==> config.mk <==
export PLATFORM = sky130hd
export DESIGN_NAME = keypad_press_edge_queue
export DESIGN_NICKNAME = d
export VERILOG_FILES = /design/src/hdl/kpeq_pkg.sv /design/src/hdl/keypad_press_edge_queue.sv
export SDC_FILE = /design/constraint.sdc
export NUM_CORES = 1
export LEC_CHECK = 0
export BUFFER_PORTS_ARGS = -buffer_cell sky130_fd_sc_hd__buf_2
export CAP_MARGIN = 20
export CORE_MARGIN = 2
export CORE_UTILIZATION = 53
export DETAILED_ROUTE_END_ITERATION = 12
export PLACE_DENSITY = 0.73
export SYNTH_ARGS = -nofsm -noshare
export SYNTH_HDL_FRONTEND = slang
export SYNTH_SLANG_ARGS = --single-unit
export TNS_END_PERCENT = 5
==> constraint.sdc <==
create_clock -name clk_i -period 4.05 [get_ports clk_i]
set_input_delay 0.6075 -clock clk_i [delete_from_list [all_inputs] [get_ports clk_i]]
set_output_delay 0.6075 -clock clk_i [all_outputs]
set_load 0.005 [all_outputs]
==> src/hdl/kpeq_pkg.sv <==
// shared types, constants and key placement table for the keypad press edge queue
package kpeq_pkg;

  localparam int unsigned NumKeys  = 16;
  localparam int unsigned KeyW     = 4;
  localparam int unsigned ScanW    = 48;
  localparam int unsigned PosW     = 6;
  localparam int unsigned LevelW   = 5;

  typedef enum logic [1:0] {
    ST_IDLE,
    ST_SCAN,
    ST_POP,
    ST_FINISH
  } state_e;

  typedef enum logic {
    FUNC_SCAN = 1'b0,
    FUNC_POP  = 1'b1
  } func_e;

  // scan byte in the high nibble, bit within the byte in the low nibble
  localparam logic [7:0] KeyPlace [NumKeys] = '{
    8'h07, 8'h04, 8'h02, 8'h22,
    8'h05, 8'h06, 8'h00, 8'h01,
    8'h03, 8'h10, 8'h30, 8'h21,
    8'h13, 8'h12, 8'h11, 8'h31
  };

  // bit position of a key inside the 48-bit scan word
  function automatic logic [PosW-1:0] key_pos(input logic [KeyW-1:0] key);
    logic [7:0] code;
    code    = KeyPlace[key];
    key_pos = {code[6:4], 3'b000} + {2'b00, code[3:0]};
  endfunction

endpackage

==> src/hdl/keypad_press_edge_queue.sv <==
// keypad press edge queue: scan edge detection and circular press queue
//
// each input transaction is either a keypad scan (func_i = 0) or a pop request
// (func_i = 1) and gives exactly one output transaction. a scan is compared
// against the previous scan; keys newly pressed are walked one key per cycle
// in ascending key order and pushed into a circular queue of QUEUE_DEPTH
// entries, dropping the oldest entry when the queue is full. a scan passes
// through an accept step, 16 key steps and a result step; a pop passes through
// an accept step, a read step and a result step, the read being served by the
// registered read of the queue memory. the result waits in an output register
// and a new transaction is taken once the previous result has been loaded there.
// queue_level_o reports the queue fill modulo 32. queue entries carry no reset.
module keypad_press_edge_queue #(
  parameter int unsigned QUEUE_DEPTH = 16
) (
  input  logic        clk_i,
  input  logic        rst_ni,
  // input channel
  input  logic        in_valid_i,
  output logic        in_stall_o,
  input  logic        func_i,
  input  logic [47:0] scan_bits_i,
  // output channel
  output logic        out_valid_o,
  input  logic        out_stall_i,
  output logic [3:0]  key_code_o,
  output logic        key_valid_o,
  output logic        press_event_o,
  output logic [4:0]  queue_level_o
);

  localparam int unsigned PtrW = (QUEUE_DEPTH > 1) ? $clog2(QUEUE_DEPTH) : 1;
  localparam int unsigned CntW = $clog2(QUEUE_DEPTH + 1);

  // wrap a queue pointer at the queue depth
  function automatic logic [PtrW-1:0] ptr_inc(input logic [PtrW-1:0] p);
    ptr_inc = (p == PtrW'(QUEUE_DEPTH - 1)) ? '0 : p + 1'b1;
  endfunction

  kpeq_pkg::state_e state_q, state_d;

  // scan history and new press mask
  logic [kpeq_pkg::ScanW-1:0] prev_scan_q, prev_scan_d;
  logic [kpeq_pkg::ScanW-1:0] new_mask_q, new_mask_d;
  logic [kpeq_pkg::KeyW-1:0]  key_q, key_d;

  // queue bookkeeping
  logic [PtrW-1:0] head_q, head_d;
  logic [PtrW-1:0] tail_q, tail_d;
  logic [CntW-1:0] count_q, count_d;
  logic            queue_full;
  logic            key_hit;

  // queue storage, registered read at the head
  logic [kpeq_pkg::KeyW-1:0] queue_mem [QUEUE_DEPTH];
  logic [kpeq_pkg::KeyW-1:0] rd_data_q;
  logic                      mem_we;

  // result being built
  logic [kpeq_pkg::KeyW-1:0] res_code_q, res_code_d;
  logic                      res_valid_q, res_valid_d;
  logic                      event_q, event_d;

  // output register
  logic                      out_valid_q, out_valid_d;
  logic [kpeq_pkg::KeyW-1:0] out_code_q, out_code_d;
  logic                      out_kvalid_q, out_kvalid_d;
  logic                      out_event_q, out_event_d;
  logic [4:0]                out_level_q, out_level_d;

  logic in_take;
  logic out_free;

  assign in_stall_o = (state_q != kpeq_pkg::ST_IDLE);
  assign in_take    = in_valid_i && (state_q == kpeq_pkg::ST_IDLE);
  assign out_free   = !out_valid_q || !out_stall_i;
  assign queue_full = (count_q == CntW'(QUEUE_DEPTH));
  // key under test is pressed now and was released in the previous scan
  assign key_hit    = new_mask_q[kpeq_pkg::key_pos(key_q)];
  assign mem_we     = (state_q == kpeq_pkg::ST_SCAN) && key_hit;

  // next state
  always_comb begin
    state_d = state_q;
    case (state_q)
      kpeq_pkg::ST_IDLE: begin
        if (in_take) begin
          if (func_i == kpeq_pkg::FUNC_SCAN) begin
            state_d = kpeq_pkg::ST_SCAN;
          end else if (count_q != '0) begin
            state_d = kpeq_pkg::ST_POP;
          end else begin
            // pop on an empty queue reports nothing
            state_d = kpeq_pkg::ST_FINISH;
          end
        end
      end
      kpeq_pkg::ST_SCAN: begin
        if (key_q == kpeq_pkg::KeyW'(kpeq_pkg::NumKeys - 1)) begin
          state_d = kpeq_pkg::ST_FINISH;
        end
      end
      kpeq_pkg::ST_POP: begin
        state_d = kpeq_pkg::ST_FINISH;
      end
      kpeq_pkg::ST_FINISH: begin
        if (out_free) begin
          state_d = kpeq_pkg::ST_IDLE;
        end
      end
      default: begin
        state_d = kpeq_pkg::ST_IDLE;
      end
    endcase
  end

  // datapath and output updates
  always_comb begin
    prev_scan_d  = prev_scan_q;
    new_mask_d   = new_mask_q;
    key_d        = key_q;
    head_d       = head_q;
    tail_d       = tail_q;
    count_d      = count_q;
    res_code_d   = res_code_q;
    res_valid_d  = res_valid_q;
    event_d      = event_q;
    out_valid_d  = out_valid_q && out_stall_i;
    out_code_d   = out_code_q;
    out_kvalid_d = out_kvalid_q;
    out_event_d  = out_event_q;
    out_level_d  = out_level_q;
    case (state_q)
      kpeq_pkg::ST_IDLE: begin
        if (in_take) begin
          res_code_d  = '0;
          res_valid_d = 1'b0;
          event_d     = 1'b0;
          key_d       = '0;
          if (func_i == kpeq_pkg::FUNC_SCAN) begin
            new_mask_d  = scan_bits_i & ~prev_scan_q;
            prev_scan_d = scan_bits_i;
          end
        end
      end
      kpeq_pkg::ST_SCAN: begin
        key_d = key_q + 1'b1;
        if (key_hit) begin
          event_d = 1'b1;
          tail_d  = ptr_inc(tail_q);
          if (queue_full) begin
            // full queue loses its oldest press
            head_d = ptr_inc(head_q);
          end else begin
            count_d = count_q + 1'b1;
          end
        end
      end
      kpeq_pkg::ST_POP: begin
        res_code_d  = rd_data_q;
        res_valid_d = 1'b1;
        head_d      = ptr_inc(head_q);
        count_d     = count_q - 1'b1;
      end
      kpeq_pkg::ST_FINISH: begin
        if (out_free) begin
          out_valid_d  = 1'b1;
          out_code_d   = res_code_q;
          out_kvalid_d = res_valid_q;
          out_event_d  = event_q;
          out_level_d  = 5'(count_q);
        end
      end
      default: begin
        out_valid_d = out_valid_q && out_stall_i;
      end
    endcase
  end

  // control registers
  always_ff @(posedge clk_i or negedge rst_ni) begin
    if (!rst_ni) begin
      state_q     <= kpeq_pkg::ST_IDLE;
      prev_scan_q <= '0;
      head_q      <= '0;
      tail_q      <= '0;
      count_q     <= '0;
      out_valid_q <= 1'b0;
    end else begin
      state_q     <= state_d;
      prev_scan_q <= prev_scan_d;
      head_q      <= head_d;
      tail_q      <= tail_d;
      count_q     <= count_d;
      out_valid_q <= out_valid_d;
    end
  end

  // payload registers
  always_ff @(posedge clk_i) begin
    new_mask_q   <= new_mask_d;
    key_q        <= key_d;
    res_code_q   <= res_code_d;
    res_valid_q  <= res_valid_d;
    event_q      <= event_d;
    out_code_q   <= out_code_d;
    out_kvalid_q <= out_kvalid_d;
    out_event_q  <= out_event_d;
    out_level_q  <= out_level_d;
  end

  // queue memory: one write port at the tail, registered read at the head
  always_ff @(posedge clk_i) begin
    if (mem_we) begin
      queue_mem[tail_q] <= key_q;
    end
    rd_data_q <= queue_mem[head_q];
  end

  assign out_valid_o   = out_valid_q;
  assign key_code_o    = out_code_q;
  assign key_valid_o   = out_kvalid_q;
  assign press_event_o = out_event_q;
  assign queue_level_o = out_level_q;

endmodule

After elaboration in Yosys (flattened, before gate mapping)

Memories as Yosys holds them, arrays and structs flattened. A register that Yosys moved wholly into a read port is not among the register bits.
Index checks and enable logic that the tools add are counted.

Reductions and logical operators: 21
Multiply operators: 0
Divide/modulo/power cells: 0
Bitwise logic cells: 4
Shift-type cells: 0
$add $sub $neg: 6
Magnitude comparators: 2
Muxes and demuxes: 29
Eq/ne operators: 13

Operators by type and width:

| operator                                                   | count |
|---|---|
| bitwise AND 48 bit                                         | 1 |
| NOT 48 bit                                                 | 1 |
| case mux 4 bit (2 select lines)                            | 3 |
| 2-to-1 mux 4 bit                                           | 5 |
| AND reduction 3 bit                                        | 5 |
| 2-to-1 mux 7 bit                                           | 2 |
| adder 4 x 1 -> 4 bit, second input constant                | 3 |
| equality test 4 bit, second input constant                 | 3 |
| 2-to-1 mux 5 bit                                           | 2 |
| != test 2 bit, second input constant                       | 5 |
| case mux 5 bit (2 select lines)                            | 1 |
| 2-to-1 mux 1 bit                                           | 8 |
| 2-to-1 mux 2 bit                                           | 4 |
| case mux 2 bit (4 select lines)                            | 1 |
| AND reduction 2 bit                                        | 4 |
| nonzero test 2 bit                                         | 4 |
| less-than comparator 6 x 7 -> 1 bit, second input constant | 1 |
| adder 6 x 4 -> 6 bit                                       | 1 |
| binary-select mux 1 bit (select 6 bit)                     | 1 |
| adder 5 x 1 -> 5 bit, second input constant                | 1 |
| equality test 5 bit, second input constant                 | 1 |
| greater-or-equal comparator 5 bit, second input constant   | 1 |
| NOT 4 -> 5 bit                                             | 1 |
| nonzero test 5 bit                                         | 1 |
| other kinds (10)                                           | 15 |

Memory bits (read-only): 128
Memory bits (writable): 64
Bits in latches: 0
Register bits: 133
Memories kept: 2

Memory list:

| name             | words | bits a word | read ports | clocked after Yosys merged registers in | write ports | RTL line                      | RTL |
|---|---|---|---|---|---|---|---|
| (name not given) | 16    | 8           | 1          | 0                                       | 0           | kpeq_pkg.sv:33                | `code = KeyPlace[key];` |
| queue_mem        | 16    | 4           | 1          | 1                                       | 1           | keypad_press_edge_queue.sv:55 | `logic [kpeq_pkg::KeyW-1:0] queue_mem [QUEUE_DEPTH];` |

Longest topological paths before layout

Depth after elaboration: 10
Gate-level depth with buffers: 12
Depth with buffers taken out: 11

Worst setup path before layout

OpenSTA, ideal clock, no wires.

Path type: reg2reg
From: register key_q[1] (netlist name)
To: memory queue_mem[3][0] (netlist name) (enable)
Library setup time: 0.377 ns
Cell stages (with the launch flop): 12
Data arrival time: 3.384 ns
Data required time: 3.673 ns
Path buffers: 1
Period minus slack after synthesis: 3.761 ns
Path slack: 0.289 ns
Path through: edfxtp_1 > inv_1 > ha_1 > mux2i_2 > nor2_2 > a31oi_4 > mux2i_1 > a22o_1 > or4_4 > and2_4 > buf_6 > nor4_1

Longest elaborated chain between the ends: 10

RTL lines:

| item                                                 | RTL line                       | RTL |
|---|---|---|
| start, declared                                      | keypad_press_edge_queue.sv:45  | `logic [kpeq_pkg::KeyW-1:0] key_q, key_d;` |
| start signal, assigned                               | keypad_press_edge_queue.sv:202 | `key_q <= key_d;` |
| NOT 4 -> 5 bit (not written as such)                 | kpeq_pkg.sv:33                 |  |
| memory read (16 x 8 bit)                             | --                             |  |
| 2-to-1 mux 7 bit (not written as such) (2 in series) | kpeq_pkg.sv:33                 |  |
| adder 6 x 4 -> 6 bit                                 | kpeq_pkg.sv:34                 | `key_pos = {code[6:4], 3'b000} + {2'b00, code[3:0]};` |
| binary-select mux 1 bit (select 6 bit)               | keypad_press_edge_queue.sv:79  | `assign key_hit = new_mask_q[kpeq_pkg::key_pos(key_q)];` |
| 2-to-1 mux 1 bit (not written as such)               | keypad_press_edge_queue.sv:79  |  |
| logical AND 1 bit                                    | keypad_press_edge_queue.sv:80  | `assign mem_we = (state_q == kpeq_pkg::ST_SCAN) && key_hit;` |
| 2-to-1 mux 1 bit                                     | keypad_press_edge_queue.sv:214 | `if (mem_we) begin` |
| 2-to-1 mux 1 bit (not written as such)               | keypad_press_edge_queue.sv:215 | `queue_mem[tail_q] <= key_q;` |
| end, declared                                        | keypad_press_edge_queue.sv:55  |  |

No other way between the ends. The select of a mux whose other input is x is not followed.

Final worst setup path

From: register key_q[0] (netlist name)
To: memory queue_mem[5][3] (netlist name) (enable)

The elaborated chain is that of the path after synthesis.

==> results.yml <==
timing:
  rsz_0062_raised_after_global_routing: "false"
  setup_viol: 0
  finalCritPeriodShare: 0.904
  fin_hold_ws_ns: 0.317
  finalSetupTns_ns: 0
  tightestPinTransition_ns: 0.961
  final_critical_path_setup_slack_ns: 0.388
  final_max_slew_violation_count: 0
  hold_viol: 0
  clock.fmax_mhz: 273
  timing.slew.headroom: 0.359
  finalWorstPathRequiredPeriod_ns: 3.66
  layout_skew_ns: 0.0132
floorplanning:
  start_util: 0.540
  die_area_mm2: 0.0137
  core_mm2: 0.0126
  io_pins: 66
  fp.dieW_um: 117
  die_height_um: 117
  rows: 41
routing:
  drt-vias-per-instance: 5.43
  detailedRoute.firstIterationViolations: 279
  wirelength_um: 12200
  route.detailed.drc: 0
  detail_route.wl_per_cell_um: 16.4
  dr.pass1.iters: 4
  ant_nets: 0
  detailroute.via_count: 4045
global_routing:
  first_global_vias: 3926
  antenna_found_initial: 0
  grt_max_degree: 41
  grt.overflow.total: 0
  wire_length_of_the_first_global_routing_pass_um: 19600
  globalRouteTotalUtil: 0.191
logic_synthesis:
  ys.warnings.count: 0
  async_set_or_reset_register_ratio_after_synthesis: 0.261
  ys_seq_elements: 153
  synthesis.nets: 580
  synth_edf_count: 109
  mappedNetlistArea_mm2: 0.00679
  ys_dominant_reg_cell: "sky130_fd_sc_hd__edfxtp_1"
  synth_cells: 509
  yosysSeqAreaShare: 0.642
  avgSynthCellArea_um2: 13.3
  netlist-cell-type-count: 58
setup_path:
  slowest_stage: "sky130_fd_sc_hd__or4_4"
  start_kind: "flip-flop"
  slowest_delay_ns: 0.56
  critPathRequiredTime_ns: 4.10
  critical_path_peak_fanout: 12
  crit_chain: "inv_1 -> ha_1 -> mux2i_2 -> nor2_2 -> a31oi_4 -> mux2i_1 -> a22o_1 -> or4_4 -> and2_4 -> nor4b_2"
  cp.arrival_ns: 3.72
  setup.worst_path.class: "reg -> reg"
  worst_setup_path_end_kind: "flip-flop"
cts:
  cts.sink_count: 153
  clock_tree_from_tritoncts: "yes"
  root_buffer: "sky130_fd_sc_hd__clkbuf_16"
  cts_buffers: 17
  buffer_depth_of_the_longest_clock_path: 2
  cts_hold_buffers: 0
  post_cts.resized_instances: 0
  clkTransAtPathRegs_ns: 0.06
  h-tree-depth: 4
  postCtsSetupBuffers: 0
  clock_latency_ns: 0.42
min_path:
  holdCritPathClass: "in -> async"
pwr:
  cellInternalPower_uw: 4030
  power.clock.fraction: 0.242
  vdd.ir_drop.worst_mv: 0.361
  power.density_cell_area_mw_per_mm2: 792
  sequentialPowerShare: 0.413
  power_leakage_uw: 0.00312
  sw_frac_of_total: 0.346
  net-switching-power_uw: 2130
  comb_power_share: 0.346
placement:
  pre_cts_ws_ns: 0.372
  count_of_buffers_inserted_at_the_top_level_ports: 41
  hpwlAfterDp_um: 8390
  detailed_place.area_mm2: 0.00719
  gp_congestion: 0.799
finish:
  syn_to_final_growth_pct: 14.7
  antennaDiodeCount: 0
  final_cell_area_mm2: 0.00779
  nNetsFinal: 631
  fraction_of_layout_cells_with_a_size_suffix_above_1: 0.204
job:
  max_cap_viol_count: 0
status:
  run_status: "complete, no violations"
## per-layer routing
metal  GRT usage  vias up  routed length, um
met2       0.324       95               6490
met3      0.0448        9                473
met4      0.0784        0                107
met1       0.237     1974               5130
met5           0        -                  0
li1            -     1967                  -
## layout by cell type, fill, tap and decap left out, types with 4 or more instances in the layout
cell / n
sky130_fd_sc_hd__nor4_1: 7
sky130_fd_sc_hd__buf_2: 41
sky130_fd_sc_hd__ha_1: 17
sky130_fd_sc_hd__nand2_1: 97
sky130_fd_sc_hd__mux4_2: 9
sky130_fd_sc_hd__a21o_1: 5
sky130_fd_sc_hd__a22oi_1: 4
sky130_fd_sc_hd__mux2_2: 6
sky130_fd_sc_hd__dfxtp_1: 4
sky130_fd_sc_hd__mux2i_1: 26
sky130_fd_sc_hd__clkinv_2: 4
sky130_fd_sc_hd__nor4b_2: 4
sky130_fd_sc_hd__edfxtp_1: 109
sky130_fd_sc_hd__inv_1: 16
sky130_fd_sc_hd__dfrtp_1: 40
sky130_fd_sc_hd__a221oi_1: 4
sky130_fd_sc_hd__o21ai_0: 15
sky130_fd_sc_hd__nor2_1: 13
sky130_fd_sc_hd__and3_1: 5
sky130_fd_sc_hd__buf_4: 12
sky130_fd_sc_hd__nor2b_1: 25
sky130_fd_sc_hd__clkinvlp_4: 5
sky130_fd_sc_hd__a21oi_1: 12
sky130_fd_sc_hd__clkbuf_16: 17
sky130_fd_sc_hd__and4_1: 6
sky130_fd_sc_hd__a22o_1: 5
sky130_fd_sc_hd__nand3_1: 7
sky130_fd_sc_hd__and2_1: 7
## stage by stage
step                 util  total power (uW)  instances
CTS                 0.617              6200        744
detailed placement  0.572              4700        712
global placement    0.572              4560        712
finish              0.620              6160        745
global route        0.620              6550        745
floorplan               -              4120        509
## state kept, by name, indices dropped and copies added, names as in the netlist
| name | count |
|---|---|
| count_q | 5 |
| event_q | 1 |
| head_q | 4 |
| key_code_o | 4 |
| key_q | 4 |
| key_valid_o | 1 |
| new_mask_q | 24 |
| out_valid_o | 1 |
| press_event_o | 1 |
| prev_scan_q | 24 |
| queue_level_o | 5 |
| queue_mem | 64 |
| rd_data_q | 4 |
| res_code_q | 4 |
| res_valid_q | 1 |
| state_q | 2 |
| tail_q | 4 |
## power groups by stage
stage | registers, uW | clock network (uW) | logic (uW)
after global routing | 2600 | 1580 | 2370
after global placement | 2540 | 0 | 2020
after detailed placement | 2580 | 0 | 2120
after CTS | 2550 | 1510 | 2140
final | 2540 | 1490 | 2130
after floorplan | 2440 | 0 | 1680
## cell usage after synthesis, types with 2 or more instances
| library cell | number | area share |
|---|---|---|
| sky130_fd_sc_hd__a21oi_1 | 12 | 0.0088 |
| sky130_fd_sc_hd__ha_1 | 17 | 0.031 |
| sky130_fd_sc_hd__nand4_1 | 2 | 0.0018 |
| sky130_fd_sc_hd__edfxtp_1 | 109 | 0.48 |
| sky130_fd_sc_hd__clkbuf_1 | 15 | 0.0083 |
| sky130_fd_sc_hd__a22oi_1 | 4 | 0.0044 |
| sky130_fd_sc_hd__buf_1 | 4 | 0.0022 |
| sky130_fd_sc_hd__nor2b_1 | 25 | 0.023 |
| sky130_fd_sc_hd__o21ai_0 | 15 | 0.011 |
| sky130_fd_sc_hd__nand2b_1 | 2 | 0.0018 |
| sky130_fd_sc_hd__dfxtp_1 | 4 | 0.012 |
| sky130_fd_sc_hd__nor4_1 | 7 | 0.0065 |
| sky130_fd_sc_hd__and4_1 | 6 | 0.0077 |
| sky130_fd_sc_hd__nor2_1 | 13 | 0.0072 |
| sky130_fd_sc_hd__a221oi_1 | 4 | 0.0052 |
| sky130_fd_sc_hd__nor4b_2 | 4 | 0.0088 |
| sky130_fd_sc_hd__and3_1 | 5 | 0.0046 |
| sky130_fd_sc_hd__and2_1 | 7 | 0.0065 |
| sky130_fd_sc_hd__inv_1 | 16 | 0.0088 |
| sky130_fd_sc_hd__a21boi_0 | 2 | 0.0022 |
| sky130_fd_sc_hd__a21o_1 | 5 | 0.0055 |
| sky130_fd_sc_hd__a22o_1 | 5 | 0.0065 |
| sky130_fd_sc_hd__nor3b_1 | 2 | 0.0022 |
| sky130_fd_sc_hd__mux4_2 | 9 | 0.030 |
| sky130_fd_sc_hd__buf_6 | 3 | 0.0050 |
| sky130_fd_sc_hd__o211ai_1 | 2 | 0.0022 |
| sky130_fd_sc_hd__xor2_1 | 2 | 0.0026 |
| sky130_fd_sc_hd__mux2_2 | 6 | 0.010 |
| sky130_fd_sc_hd__a311oi_1 | 3 | 0.0039 |
| sky130_fd_sc_hd__mux2i_1 | 26 | 0.038 |
| sky130_fd_sc_hd__nand3_1 | 7 | 0.0052 |
| sky130_fd_sc_hd__nand2_1 | 97 | 0.054 |
| sky130_fd_sc_hd__or2_2 | 3 | 0.0028 |
| sky130_fd_sc_hd__dfrtp_1 | 40 | 0.15 |
| sky130_fd_sc_hd__xnor2_1 | 3 | 0.0039 |
## layout make-up
type                    instances  area [um^2]
repair buffers                 54          323
clock inverters                11         96.3
clock buffers                  21          470
inverters                      17         68.8
flip-flops and latches        153         4350
well taps                     172          215
fillers                       974         4780
multi-input cells             317         2260
## kinds of logic after synthesis
logic type	count (synthesis)	synth area share
simple gates	187	0.140
fa+ha+maj	18	0.0343
compound gates	64	0.0701
xor+xnor	5	0.00645
flops	153	0.642
buf+inv	39	0.0256
mux	43	0.0819
## critical path: cells and delay by family, from the launching register on
family / cells / cell delay [ns]
DFF: 1 / 0.41
AOI/OAI and AO/OA: 2 / 0.58
adders and majority gates: 1 / 0.36
muxes: 2 / 0.44
buffers and inverters: 1 / 0.07
and+or+nand+nor: 4 / 1.44
## worst paths after layout
check,start,end,slack (ns),depth (start not counted)
worst min register to register,res_code_q[0],key_code_o[0],0.42,0
worst max-delay path,key_q[0],queue_mem[5][3],0.39,10
max in group asynchronous,rst_ni,prev_scan_q[26],3.14,1
worst max register to register,key_q[0],queue_mem[5][3],0.39,10
worst min-delay path,rst_ni,count_q[1],0.32,1
min in group clk_i,scan_bits_i[22],prev_scan_q[22],0.39,3
(Power assumes the default switching activity.)
